--- config.mk ---
export PLATFORM = sky130hd
export DESIGN_NAME = sqm_mul
export DESIGN_NICKNAME = d
export VERILOG_FILES = /design/src/hw/rtl/sqm_mul.sv
export SDC_FILE = /design/constraint.sdc
export NUM_CORES = 2
export LEC_CHECK = 0
export BUFFER_PORTS_ARGS = -buffer_cell sky130_fd_sc_hd__buf_4
export CAP_MARGIN = 25
export CORE_AREA = 2 2 298 300
export CTS_CLUSTER_DIAMETER = 60
export DETAILED_ROUTE_END_ITERATION = 10
export DIE_AREA = 0 0 300 302
export PLACE_DENSITY = 0.61
export SYNTH_ARGS = -nofsm -noshare
export SYNTH_HDL_FRONTEND = slang
export SYNTH_SLANG_ARGS = --single-unit
--- constraint.sdc ---
create_clock -name clock -period 7.36 [get_ports clock]
set_input_delay 0.736 -clock clock [delete_from_list [all_inputs] [get_ports clock]]
set_output_delay 0.736 -clock clock [all_outputs]
set_load 0.005 [all_outputs]
--- src/hw/rtl/sqm_mul.sv ---
// ---------------------------------------------------------------------------
// sqm_mul: shared multiplier
// 32 x 32 unsigned multiply with a registered product.
// ---------------------------------------------------------------------------
module sqm_mul (
   input  logic        clock,
   input  logic [31:0] op_a,
   input  logic [31:0] op_b,
   output logic [63:0] prod_ff
);
   always_ff @(posedge clock) begin
      prod_ff <= op_a * op_b;
   end
endmodule

==> impl_metrics.tcl <==
set metrics [dict create \
    ctsHoldBuffers 0 \
    clk_pin_slew_ns 0.06 \
    ys_ff_latch 64 \
    synthFlopType "dfxtp_1" \
    mostFrequentLayoutCell "fa_1" \
    wl_mm 96.2 \
    finalCritPeriodShare_pct 100 \
    row_count 109 \
    yosys_warnings 0 \
    netlist_area_um2 34700 \
    path_class "in -> reg" \
    hpwl_mm 83.8 \
    worst_setup_path_start_kind "input port" \
    crit_fanout 18 \
    cts_tree "built" \
    path_buf_inv 7 \
    die_w_um 300 \
    top_regs "prod_ff (64)" \
    track_usage_pct 21.9 \
    netlist_instances 3748 \
    seq_area_um2 1280 \
    portBuffers 128 \
    max-slew-margin-rel_pct 55.5 \
    syn2layout_area_growth_pct 16.1 \
    slowest_delay_ns 0.55 \
    core-area_um2 87600 \
    largest_register_ffs 64 \
    grt_setup_unrepaired "true" \
    start_util_pct 39.6 \
    critPathArrivalTime_ns 7.66 \
    hp-class "in -> reg" \
    antenna_found_initial 2 \
    gp_congestion 0.892 \
    synth.distinct_cells 57 \
    grt-ovfl-total 0 \
    dieArea_um2 90600 \
    grt_pass1_vias 28030 \
    cp_common_cell "fa_1" \
    gr-usage-met1_pct 26.6 \
    syn_nets 4972 \
    ys_seq_area_share_pct 3.69 \
    worstSetupEndpointType "register" \
    top_usage_layer "met2" \
    numCtsBuffers 9 \
    clock_sinks 64 \
    grt_first_pass_wirelength_mm 154 \
    min_period_ns 7.37 \
    chipHeight_um 302 \
    htreeDepth 3 \
    critical_path.slowest_cell "fa_1" \
    max-cap-violations 0 \
    status "complete, but fails checks" \
    num_vias 25436 \
    drtAntennaViolNets 0 \
    drtPass1Iterations 5 \
    synth_edf_count 0 \
    grt.met3_usage_pct 2.61 \
    avgRoutedWirePerCell_um 18.5 \
    syn_area_per_cell_um2 9.25 \
    avgViaCountPerCell 4.90 \
    path_delay_family "adder cells" \
    route.detailed.drc 0 \
    layout_setup_ws_ns -0.00539 \
    n_fill_cell 8486 \
    num_io_pins 129 \
    worst_pin_slew_ns 0.663 \
    fin_nets 5244 \
    violations "negative setup slack" \
    fmax_mhz 136 \
    clock_path_buffers 2 \
    drt-initial-drc-count 1009 \
    cp_data_required_time_ns 7.65 \
    cts-root-buf "clkbuf_16" \
    hold_viol 0 \
    drv_slew 0 \
    grt_max_degree 28 \
    mostFrequentLayoutCells "fa_1 (868), inv_1 (857), and2_1 (588)" \
    async_reset_ff_share_pct 0 \
    fin_util_pct 46.0 \
    drive_above_1_share_pct 15.2 \
    grtUsageMet2_pct 40.9 \
    finalSetupViolations 1 \
    regMostFlops "prod_ff" \
    multi_input_area_um2 29800 \
    whs_ns 0.852 \
]
==> layer usage <==
metal  share of wire, %  up-vias  wire length [µm]
met5              0.028        -                27
met4                3.2        4              3090
met3                4.2      162              4090
met2                 54      559             51600
met1                 39    13322             37400
li1                   -    11389                 -
==> area by class of cell <==
| cell class | count | share of cell area (%) |
|---|---|---|
| diodes | 1 | 0.00621 |
| clock buffers | 10 | 0.593 |
| clock inverters | 6 | 0.171 |
| inverters | 865 | 8.06 |
| multi-input cells | 2599 | 73.9 |
| flip-flops and latches | 64 | 3.18 |
| well taps | 1165 | 3.62 |
| repair buffers | 481 | 10.5 |
==> cells in the mapped netlist, types with 5 or more instances <==
cell type,instances,area share (%)
inv_1,865,9.4
a21oi_1,63,0.91
ha_1,263,9.5
xnor2_1,35,0.88
and2_1,602,11
and3_1,14,0.25
a21o_1,40,0.87
o21ai_0,21,0.30
o21a_1,9,0.19
a31oi_1,12,0.22
clkbuf_1,213,2.3
nor2_1,20,0.22
nand2_1,480,5.2
xor2_1,25,0.63
o21bai_1,10,0.22
nor3_1,7,0.10
buf_2,6,0.087
o21ai_1,5,0.072
nand3_1,10,0.14
dfxtp_1,64,3.7
fa_1,896,52
nand4_1,23,0.41
==> final timing paths <==
path / to / depth (start not counted) / start / slack (ns)
setup / recovery: prod_ff[62] / 25 / op_b[6] / -0.005
hold / removal: prod_ff[0] / 2 / op_b[0] / 0.85
==> logic make-up after synthesis <==
| group | count (synthesis) | share of synthesized area (%) |
|---|---|---|
| XOR/XNOR | 60 | 1.52 |
| multiplexers | 1 | 0.0289 |
| flip-flops | 64 | 3.69 |
| buffers and inverters | 1085 | 11.8 |
| AND/OR/NAND/NOR | 1177 | 17.6 |
| AO/OA/AOI/OAI | 202 | 4.15 |
| adder cells (fa/ha/maj) | 1159 | 61.2 |
==> per-stage QoR <==
stage | setup slack (ns) | area, µm² | std cells | TNS (ns)
floorplan | -0.0608 | 34700 | 3748 | -0.0608
global placement | -0.629 | 38900 | 5153 | -8.20
global route | -0.145 | 40300 | 5190 | -0.545
CTS | 0.00111 | 39300 | 5171 | 0
finish | -0.00539 | 40300 | 5191 | -0.00539
detailed placement | -0.626 | 38900 | 5153 | -8.43
==> what timing repair did <==
| action | CTS | global route |
|---|---|---|
| gates resized for setup | 25 | 175 |
| buffers inserted | 2 | 15 |
| endpoints found under the hold margin | 0 | 0 |
| gates cloned | 0 | 4 |
| pin swaps | 14 | 104 |
| endpoints found under the setup margin | 7 | 23 |
Power is not shown: default switching activity piles up to over one toggle a cycle in this logic, so the estimate is an artifact.
