[src/hw/rtl/sqm_div.sv]
// ---------------------------------------------------------------------------
// sqm_div: restoring divider
// One quotient bit a cycle, 17 bits, most significant first.
// ---------------------------------------------------------------------------
module sqm_div (
   input  logic        clock,
   input  logic        reset,
   input  logic        start,
   input  logic [63:0] num,
   input  logic [63:0] den,
   output logic [16:0] quot_ff,
   output logic        done_ff
);
   logic [63:0] rem_ff, rem_in;
   logic [63:0] den_ff;
   logic [4:0]  bit_ff;
   logic        busy_ff;
   logic [63:0] shifted;
   logic [16:0] quot_in;
   logic        take;

   always_comb begin
      shifted = rem_ff >> bit_ff;
      take    = (shifted >= den_ff);
      rem_in  = take ? (rem_ff - (den_ff << bit_ff)) : rem_ff;
      quot_in = quot_ff | (take ? (17'd1 << bit_ff) : 17'd0);
   end

   always_ff @(posedge clock) begin
      if (reset) begin
         busy_ff <= 1'b0;
         done_ff <= 1'b0;
      end else begin
         done_ff <= 1'b0;
         if (start) begin
            busy_ff <= 1'b1;
            bit_ff  <= 5'd16;
            rem_ff  <= num;
            den_ff  <= den;
            quot_ff <= 17'd0;
         end else if (busy_ff) begin
            rem_ff  <= rem_in;
            quot_ff <= quot_in;
            bit_ff  <= bit_ff - 5'd1;
            if (bit_ff == 5'd0) begin
               busy_ff <= 1'b0;
               done_ff <= 1'b1;
            end
         end
      end
   end
endmodule

[config.mk]
export PLATFORM = sky130hd
export DESIGN_NAME = sqm_div
export DESIGN_NICKNAME = d
export VERILOG_FILES = /design/src/hw/rtl/sqm_div.sv
export SDC_FILE = /design/constraint.sdc
export NUM_CORES = 1
export LEC_CHECK = 0
export BUFFER_PORTS_ARGS = -buffer_cell sky130_fd_sc_hd__buf_2
export CELL_PAD_IN_SITES_DETAIL_PLACEMENT = 0
export CELL_PAD_IN_SITES_GLOBAL_PLACEMENT = 1
export CORE_ASPECT_RATIO = 2
export CORE_MARGIN = 2
export CORE_UTILIZATION = 47
export CTS_CLUSTER_SIZE = 25
export DETAILED_ROUTE_END_ITERATION = 6
export PLACE_DENSITY = 0.91
export SYNTH_ARGS = -nofsm -noshare
export SYNTH_HDL_FRONTEND = slang
export SYNTH_SLANG_ARGS = --single-unit
[constraint.sdc]
create_clock -name clock -period 13 [get_ports clock]
set_clock_uncertainty 0.1 [all_clocks]
set_input_delay 1.3 -clock clock [delete_from_list [all_inputs] [get_ports clock]]
set_output_delay 1.3 -clock clock [all_outputs]
set_load 0.05 [all_outputs]
==> impl_table.tex, run 1 <==
\begin{tabular}{lr}
\hline
Metric & Value \\
\hline
\multicolumn{2}{l}{\textbf{STA}} \\
\quad Relative slew margins & 0.1947 \\
\quad Hold Vio Cnt, Final & 0 \\
\quad Actual slew at the worst max-slew pin & 1207 ps \\
\quad Timing-limited maximum frequency & 0.1384 GHz \\
\quad Final critical delay including setup and external delays & 7227 ps \\
\quad Share of the cycle needed by the critical path after routing & 0.5559 \\
\quad Max-slew violation count & 0 \\
\quad Number of setup violations in the final report & 0 \\
\quad Worst Hold Margin & 482.5 ps \\
\quad Final worst-path setup slack & 5773 ps \\
\quad Setup Total Neg Slack & 0 ps \\
\quad Unrepaired setup endpoints after global routing & false \\
\multicolumn{2}{l}{\textbf{Final layout}} \\
\quad Final core utilization & 0.5183 \\
\quad Synthesis-to-layout area growth & 8.704\% \\
\quad Layout net count & 2328 \\
\quad Antenna diode count & 0 \\
\quad Final Non-Filler Cells & 2531 \\
\quad Post-layout instance area & 0.01888 mm² \\
\quad Fillcell total & 3537 \\
\quad Register area & 0.004544 mm² \\
\quad Area of combinational cells with multiple inputs & 0.01195 mm² \\
\quad Share of cells above drive strength 1 & 0.1719 \\
\multicolumn{2}{l}{\textbf{Outcome}} \\
\quad Run status & completed \\
\multicolumn{2}{l}{\textbf{Die}} \\
\quad Overall die width & 139.9 µm \\
\quad Effective utilization at floorplan & 0.4768 \\
\quad Die area & 0.03859 mm² \\
\quad Placeable core region & 0.03642 mm² \\
\quad Vertical extent of the die & 275.8 µm \\
\quad Number of ports placed on the die boundary & 149 \\
\quad Number of cell rows & 99 \\
\multicolumn{2}{l}{\textbf{Routing}} \\
\quad DRT iter0 DRCs & 1320 \\
\quad Post-route met1 wirelength & 21620 µm \\
\quad Top Metal Used & met5 \\
\quad WL met2 & 31480 µm \\
\quad Count of unresolved DRC violations after routing & 0 \\
\quad Routed wirelength normalized by instance count & 24.05 µm \\
\quad Antenna Nets Post-Route & 0 \\
\quad Wire length reported by the detailed router & 60880 µm \\
\quad Total met3 wirelength after detailed routing & 3472 µm \\
\quad Via/cell ratio & 6.410 \\
\quad DRT Pass-1 Iters & 7 \\
\quad Via count & 16220 \\
\multicolumn{2}{l}{\textbf{Global route}} \\
\quad GRT overflow & 0 \\
\quad Pin count of the biggest net entering global routing & 98 \\
\quad Initial antenna violation count & 1 \\
\quad Total GRT Usage & 0.3100 \\
\quad Via count of the first global-routing pass & 16060 \\
\quad Wire length of the first global-routing pass & 91650 µm \\
\multicolumn{2}{l}{\textbf{Clock network}} \\
\quad TritonCTS clock tree & done \\
\quad Cell at the root of the clock tree & sky130\_fd\_sc\_hd\_\_clkbuf\_16 \\
\quad TritonCTS Buffers & 17 \\
\quad Maximum clock path buffer count & 2 \\
\quad Count of buffers added by post-CTS timing repair for setup & 0 \\
\quad Clock slew at reported path FFs & 70 ps \\
\quad \# clock sinks & 152 \\
\quad Worst skew pair latency & 470 ps \\
\quad Hold buffers post-CTS & 0 \\
\quad Resized cells post-CTS & 0 \\
\quad H-tree level count & 4 \\
\multicolumn{2}{l}{\textbf{Power and ir drop}} \\
\quad Maximum resistive drop on vdd & 0.0001339 V \\
\quad Design Power & 2.275 mW \\
\quad Power Dens Cells & 120.5 mW/mm² \\
\quad Leakage power total & 8.020 nW \\
\multicolumn{2}{l}{\textbf{Yosys}} \\
\quad Total nets after synthesis & 2276 \\
\quad Number of warnings reported in the yosys synthesis log & 0 \\
\quad Synthesized area divided by synthesized cell count & 8.631 µm² \\
\quad Seq/Total Area, Yosys & 0.2617 \\
\quad Share of synthesized flip-flops with an asynchronous set or reset & 0 \\
\quad EDFF count, synth & 150 \\
\quad Number of instances in the synthesized netlist & 2012 \\
\quad Flop and latch count out of synthesis & 152 \\
\quad Number of distinct library cells after synthesis & 72 \\
\quad Main flop type after synthesis & sky130\_fd\_sc\_hd\_\_edfxtp\_1 \\
\quad Post-synthesis cell area & 0.01737 mm² \\
\multicolumn{2}{l}{\textbf{Critical path}} \\
\quad Cell at the slowest stage of the critical path & sky130\_fd\_sc\_hd\_\_edfxtp\_1 \\
\quad Required time at the worst-slack endpoint & 12990 ps \\
\quad Data arrival time of the critical path & 7220 ps \\
\quad Crit-path max FO & 64 \\
\quad Critical Path End Type & flop \\
\quad Worst setup SP type & flop \\
\quad Buf+Inv Stages, Crit Path & 2 \\
\quad Top Family by Delay on Critical Path & multiplexers \\
\quad Cell Chain, Critical Path & buf\_4 -> mux4\_2 -> mux2\_2 -> mux2i\_1 -> mux2i\_1 -> ha\_1 -> nand4\_1 -> nor4\_1 -> nor4b\_1 -> a221oi\_1 -> o21ai\_0 -> a31oi\_1 -> o21ai\_4 -> buf\_4 \\
\quad Kind of critical path & flop to flop \\
\quad CP max stage delay & 970 ps \\
\multicolumn{2}{l}{\textbf{Hold path}} \\
\quad Class of the tightest hold or removal check & flop to flop \\
\multicolumn{2}{l}{\textbf{Place}} \\
\quad Placed standard-cell area & 0.01827 mm² \\
\quad Port Buffer Count & 148 \\
\quad Estimated wirelength of the detail-placed design & 47690 µm \\
\quad Routability Congestion & 1.027 \\
\quad Post-Place Setup Slack & 5892 ps \\
\quad Placed Instances & 2499 \\
\multicolumn{2}{l}{\textbf{Run}} \\
\quad Reported max-cap violation count & 0 \\
\hline
\end{tabular}
==> cell usage in the layout, fill, tap and decap left out, types with 13 or more instances in the layout <==
cell	synthesis	final
sky130_fd_sc_hd__o21ai_0	164	163
sky130_fd_sc_hd__xor2_1	26	26
sky130_fd_sc_hd__a21oi_1	139	139
sky130_fd_sc_hd__mux2_2	38	38
sky130_fd_sc_hd__inv_1	79	77
sky130_fd_sc_hd__a21o_1	53	53
sky130_fd_sc_hd__a22o_1	15	15
sky130_fd_sc_hd__buf_4	6	20
sky130_fd_sc_hd__nand2_1	364	364
sky130_fd_sc_hd__ha_1	132	132
sky130_fd_sc_hd__nand4_1	27	27
sky130_fd_sc_hd__xnor2_1	37	37
sky130_fd_sc_hd__o211ai_1	15	15
sky130_fd_sc_hd__nand2b_1	13	13
sky130_fd_sc_hd__a31oi_1	30	30
sky130_fd_sc_hd__mux4_2	93	93
sky130_fd_sc_hd__buf_2	9	147
sky130_fd_sc_hd__mux2i_1	110	110
sky130_fd_sc_hd__nand3_1	16	16
sky130_fd_sc_hd__a211oi_1	16	16
sky130_fd_sc_hd__edfxtp_1	150	150
sky130_fd_sc_hd__nor2_1	189	188
sky130_fd_sc_hd__clkbuf_16	0	17
==> kinds of logic after synthesis <==
logic type,synth area share
muxes,0.2087
xor gates and xnor gates,0.03177
AOI/OAI and AO/OA,0.1861
and+or+nand+nor,0.1648
DFF,0.2617
adders and majority gates,0.09626
buffers and inverters,0.05072
==> path summary, 6_finish.rpt <==
kind                 to  cells after the start        from  slack, ps
max           rem_ff[1]                     14   bit_ff[0]       5770
min          quot_ff[8]                      1  quot_ff[8]        480
max reg2reg   rem_ff[1]                     14   bit_ff[0]       5770
min reg2reg  quot_ff[8]                      1  quot_ff[8]        480
==> per-layer routing <==
layer  vias up  global-route usage
met5         -                   0
met4         2              0.2047
met1      7778              0.3360
met3       196             0.04788
li1       7508                   -
met2       739              0.5569
==> synth_stat cells, drive strengths merged (13+ instances only) <==
library cell | n | share of area
a21oi | 139 | 0.040
xnor2 | 37 | 0.019
nand2 | 365 | 0.079
inv | 80 | 0.017
nand3 | 16 | 0.0046
a22o | 15 | 0.0076
nand4 | 27 | 0.0097
o21ai | 174 | 0.050
mux4 | 93 | 0.12
a21o | 54 | 0.023
xor2 | 26 | 0.013
a31oi | 30 | 0.011
mux2 | 38 | 0.025
a211oi | 16 | 0.0069
mux2i | 110 | 0.063
clkbuf | 92 | 0.020
edfxtp | 150 | 0.26
buf | 41 | 0.012
nor2 | 190 | 0.041
nand2b | 13 | 0.0047
o211ai | 15 | 0.0065
ha | 132 | 0.095
==> report_power, final <==
part           switching (mW)  leakage [nW]  internal (mW)
Clock                   0.246         0.297          0.291
Sequential             0.0514          1.44          0.597
Combinational           0.663          6.29          0.427
==> flip-flops by register name, summed over array words and instances (netlist names) <==
register  count
den_ff       64
done_ff       1
bit_ff        5
busy_ff       1
quot_ff      17
rem_ff       64
==> area by class of cell <==
cell class / count / area share
multi-input cells: 1643 / 0.6333
clock inverters: 15 / 0.009743
well taps: 454 / 0.03009
repair buffers: 167 / 0.04693
clock buffers: 17 / 0.02254
inverters: 83 / 0.01670
flip-flops and latches: 152 / 0.2407
Power figures use the tool's default switching activity.
==> run 2: changes to the inputs <==
- CORE_UTILIZATION: 47 -> 43
- PLACE_DENSITY: 0.91 -> 0.88
- clock period: 13 -> 5.9 ns (I/O delays scaled with it)
==> run 2 against run 1 <==
Net effect:
- register-to-register slack worse by 5500 ps
- sequential power rose by 120%
- total power grew 120%
- fmax up 28%
- cell area grew 2.9%
- count of clock-buffer cells in the layout unchanged
- setup slack lost 5500 ps
- first-iteration DRC count shrank 9.1%
- core utilization decreased by 3.4 points
- non-clock buffer count increased by 41
- routed wire length rose by 4.3%
- sequential share of layout area shrank 0.68 points
- critical endpoint is now rem_ff[62]
- largest cell class unchanged
==> impl_table.tex, run 2 (same netlist as run 1, synthesis figures left out) <==
\begin{tabular}{lr}
\hline
Metric & Value \\
\hline
\multicolumn{2}{l}{\textbf{Global route}} \\
\quad Via count of the first global-routing pass & 16700 (+4.0\%) \\
\quad Initial antenna violation count & 0 (-1) \\
\quad Total GRT Usage & 0.2976 (-0.01234) \\
\quad Wire length of the first global-routing pass & 95390 µm (+4.1\%) \\
\quad GRT overflow & 0 (unchanged) \\
\quad Pin count of the biggest net entering global routing & 107 (+9.2\%) \\
\multicolumn{2}{l}{\textbf{Hold path}} \\
\quad Class of the tightest hold or removal check & primary input to flop \\
\multicolumn{2}{l}{\textbf{Clock network}} \\
\quad Worst skew pair latency & 480 ps (about the same) \\
\quad Clock slew at reported path FFs & 70 ps (about the same) \\
\quad TritonCTS Buffers & 17 (unchanged) \\
\quad Maximum clock path buffer count & 2 (unchanged) \\
\quad H-tree level count & 4 (unchanged) \\
\quad TritonCTS clock tree & done \\
\quad Count of buffers added by post-CTS timing repair for setup & 0 (unchanged) \\
\quad Cell at the root of the clock tree & sky130\_fd\_sc\_hd\_\_clkbuf\_16 \\
\quad \# clock sinks & 152 (unchanged) \\
\multicolumn{2}{l}{\textbf{Routing}} \\
\quad Via count & 16460 (+1.5\%) \\
\quad Antenna Nets Post-Route & 0 (unchanged) \\
\quad WL met2 & 32350 µm (+2.7\%) \\
\quad Top Metal Used & met4 \\
\quad Routed wirelength normalized by instance count & 23.98 µm (-0.32\%) \\
\quad Via/cell ratio & 6.217 (-3.0\%) \\
\quad DRT iter0 DRCs & 1200 (-9.1\%) \\
\quad Wire length reported by the detailed router & 63490 µm (+4.3\%) \\
\quad Count of unresolved DRC violations after routing & 0 (unchanged) \\
\quad Total met3 wirelength after detailed routing & 3552 µm (+2.3\%) \\
\quad DRT Pass-1 Iters & 6 (-1) \\
\quad Post-route met1 wirelength & 22140 µm (+2.4\%) \\
\multicolumn{2}{l}{\textbf{Final layout}} \\
\quad Largest registers ranked by flip-flop count & den\_ff (64), rem\_ff (64), quot\_ff (17) \\
\quad Commonest non-fill, non-tap cell in the layout & sky130\_fd\_sc\_hd\_\_nand2\_1 \\
\quad Share of cells above drive strength 1 & 0.1879 (+0.01603) \\
\quad Most frequent cells in the layout & sky130\_fd\_sc\_hd\_\_nand2\_1, sky130\_fd\_sc\_hd\_\_nor2\_1, sky130\_fd\_sc\_hd\_\_o21ai\_0 \\
\quad Layout net count & 2369 (+1.8\%) \\
\quad Synthesis-to-layout area growth & 11.85\% \\
\quad Antenna diode count & 0 (unchanged) \\
\multicolumn{2}{l}{\textbf{Critical path}} \\
\quad Setup crit end & rem\_ff[62] \\
\quad Slack of the worst reg-to-reg path & 240 ps (-5540 ps) \\
\quad Capture point of the worst reg-to-reg path & rem\_ff[62] \\
\quad Data arrival time of the critical path & 5770 ps (-1450 ps) \\
\quad Kind of critical path & flop to flop \\
\quad R2r worst-path depth & 18 (+4) \\
\quad Critical Path End Type & flop \\
\quad Launch point of the worst path & bit\_ff[0] \\
\quad Beginning of the worst register-to-register path & bit\_ff[0] \\
\quad Worst setup SP type & flop \\
\quad Crit-path max FO & 53 (-17\%) \\
\quad Required time at the worst-slack endpoint & 6010 ps (-6980 ps) \\
\multicolumn{2}{l}{\textbf{STA}} \\
\quad Final critical delay including setup and external delays & 5664 ps (-1563 ps) \\
\quad Actual slew at the worst max-slew pin & 931.6 ps (-275.0 ps) \\
\quad Hold Vio Cnt, Final & 0 (unchanged) \\
\quad Setup Total Neg Slack & 0 ps (unchanged) \\
\quad Number of setup violations in the final report & 0 (unchanged) \\
\quad Timing-limited maximum frequency & 0.1766 GHz (+28\%) \\
\quad Max-slew violation count & 0 (unchanged) \\
\quad Share of the cycle needed by the critical path after routing & 0.9600 (+0.4041) \\
\quad Unrepaired setup endpoints after global routing & false \\
\quad Relative slew margins & 0.3724 (+0.1776) \\
\multicolumn{2}{l}{\textbf{Power and ir drop}} \\
\quad Maximum resistive drop on vdd & 0.0001458 V (+8.9\%) \\
\quad Power Dens Cells & 262.9 mW/mm² (+120\%) \\
\quad Leakage power total & 8.261 nW (+3.0\%) \\
\quad Design Power & 5.106 mW (+120\%) \\
\multicolumn{2}{l}{\textbf{Die}} \\
\quad Placeable core region & 0.04008 mm² (+10\%) \\
\quad Vertical extent of the die & 288.2 µm (+4.5\%) \\
\quad Effective utilization at floorplan & 0.4333 (-0.04356) \\
\quad Number of ports placed on the die boundary & 149 (unchanged) \\
\quad Number of cell rows & 104 (+5.1\%) \\
\quad Die area & 0.04211 mm² (+9.1\%) \\
\quad Overall die width & 146.1 µm (+4.4\%) \\
\multicolumn{2}{l}{\textbf{Outcome}} \\
\quad Run status & completed \\
\multicolumn{2}{l}{\textbf{Place}} \\
\quad Port Buffer Count & 148 (unchanged) \\
\quad Routability Congestion & 0.9999 (-2.6\%) \\
\quad Estimated wirelength of the detail-placed design & 50610 µm (+6.1\%) \\
\multicolumn{2}{l}{\textbf{Run}} \\
\quad Reported max-cap violation count & 0 (unchanged) \\
\hline
\end{tabular}
[run 2: cell count changes in the layout (fill, tap and decap cells not counted), sizes merged]
cell / delta
buf: +41
bufinv: +1
inv: -2
clkinv: -1
clkinvlp: +2
[run 2: cell type report]
type                    count  area, µm²
inverters                  83      315.3
multi-input cells        1643      11950
flip-flops and latches    152       4544
repair buffers            208       1331
clock buffers              17      425.4
fillers                  4020      20650
clock inverters            15      190.2
well taps                 530      663.1
[run 2: how the worst min path moves through the flow]
stage / start / end / slack (ps) / depth (start not counted)
floorplan: busy_ff / done_ff / 420 / 2
global placement: quot_ff[16] / quot_ff[16] / 450 / 1
detailed placement: quot_ff[16] / quot_ff[16] / 460 / 1
global route: den[55] / den_ff[55] / 180 / 1
finish: den[26] / den_ff[26] / 190 / 1
CTS: den[55] / den_ff[55] / 170 / 1
[run 2: worst max-delay path, cell delays in order, from the launching register on]
cell and delay [ps]:
sky130_fd_sc_hd__edfxtp_1 460, sky130_fd_sc_hd__buf_12 320, sky130_fd_sc_hd__mux4_2 570, sky130_fd_sc_hd__mux2i_1 290
sky130_fd_sc_hd__nand2_1 80, sky130_fd_sc_hd__o21ai_1 250, sky130_fd_sc_hd__nor2_1 110, sky130_fd_sc_hd__a31oi_1 340
sky130_fd_sc_hd__ha_1 340, sky130_fd_sc_hd__nand2_1 120, sky130_fd_sc_hd__nor2_1 230, sky130_fd_sc_hd__nand2_1 200
sky130_fd_sc_hd__or4_1 450, sky130_fd_sc_hd__a21o_1 210, sky130_fd_sc_hd__a21oi_1 410, sky130_fd_sc_hd__nor2_1 140
sky130_fd_sc_hd__o41ai_1 470, sky130_fd_sc_hd__xnor2_1 170, sky130_fd_sc_hd__o21ai_1 80
[run 2: metrics by stage]
| stage | hold slack [ps] | cells | utilization | instance area [µm²] | worst slack [ps] |
|---|---|---|---|---|---|
| after floorplan | 419.1 | 2012 | - | 17380 | 125.7 |
| after global placement | 448.2 | 2616 | 0.4693 | 18810 | 267.7 |
| after detailed placement | 457.9 | 2616 | 0.4693 | 18810 | 218.0 |
| after CTS | 171.1 | 2648 | 0.4846 | 19420 | 166.7 |
| after global routing | 182.1 | 2648 | 0.4846 | 19420 | 18.50 |
| final | 190.1 | 2648 | 0.4846 | 19420 | 235.9 |
[run 2: where the power goes]
part	switching, mW	total, mW	internal (mW)
clock network	0.518	1.19	0.673
logic	1.49	2.49	0.998
registers	0.113	1.43	1.31
[run 2: metal layers]
layer | global-route usage | up-vias
met3 | 0.03965 | 241
li1 | - | 7595
met5 | 0 | -
met2 | 0.5336 | 767
met4 | 0.2340 | 0
met1 | 0.3133 | 7859
[run 2: repair_timing]
action | in CTS | in global routing
gates resized for setup | 0 | 3
endpoints found under the setup margin | 0 | 2
hold buffers | 0 | 0
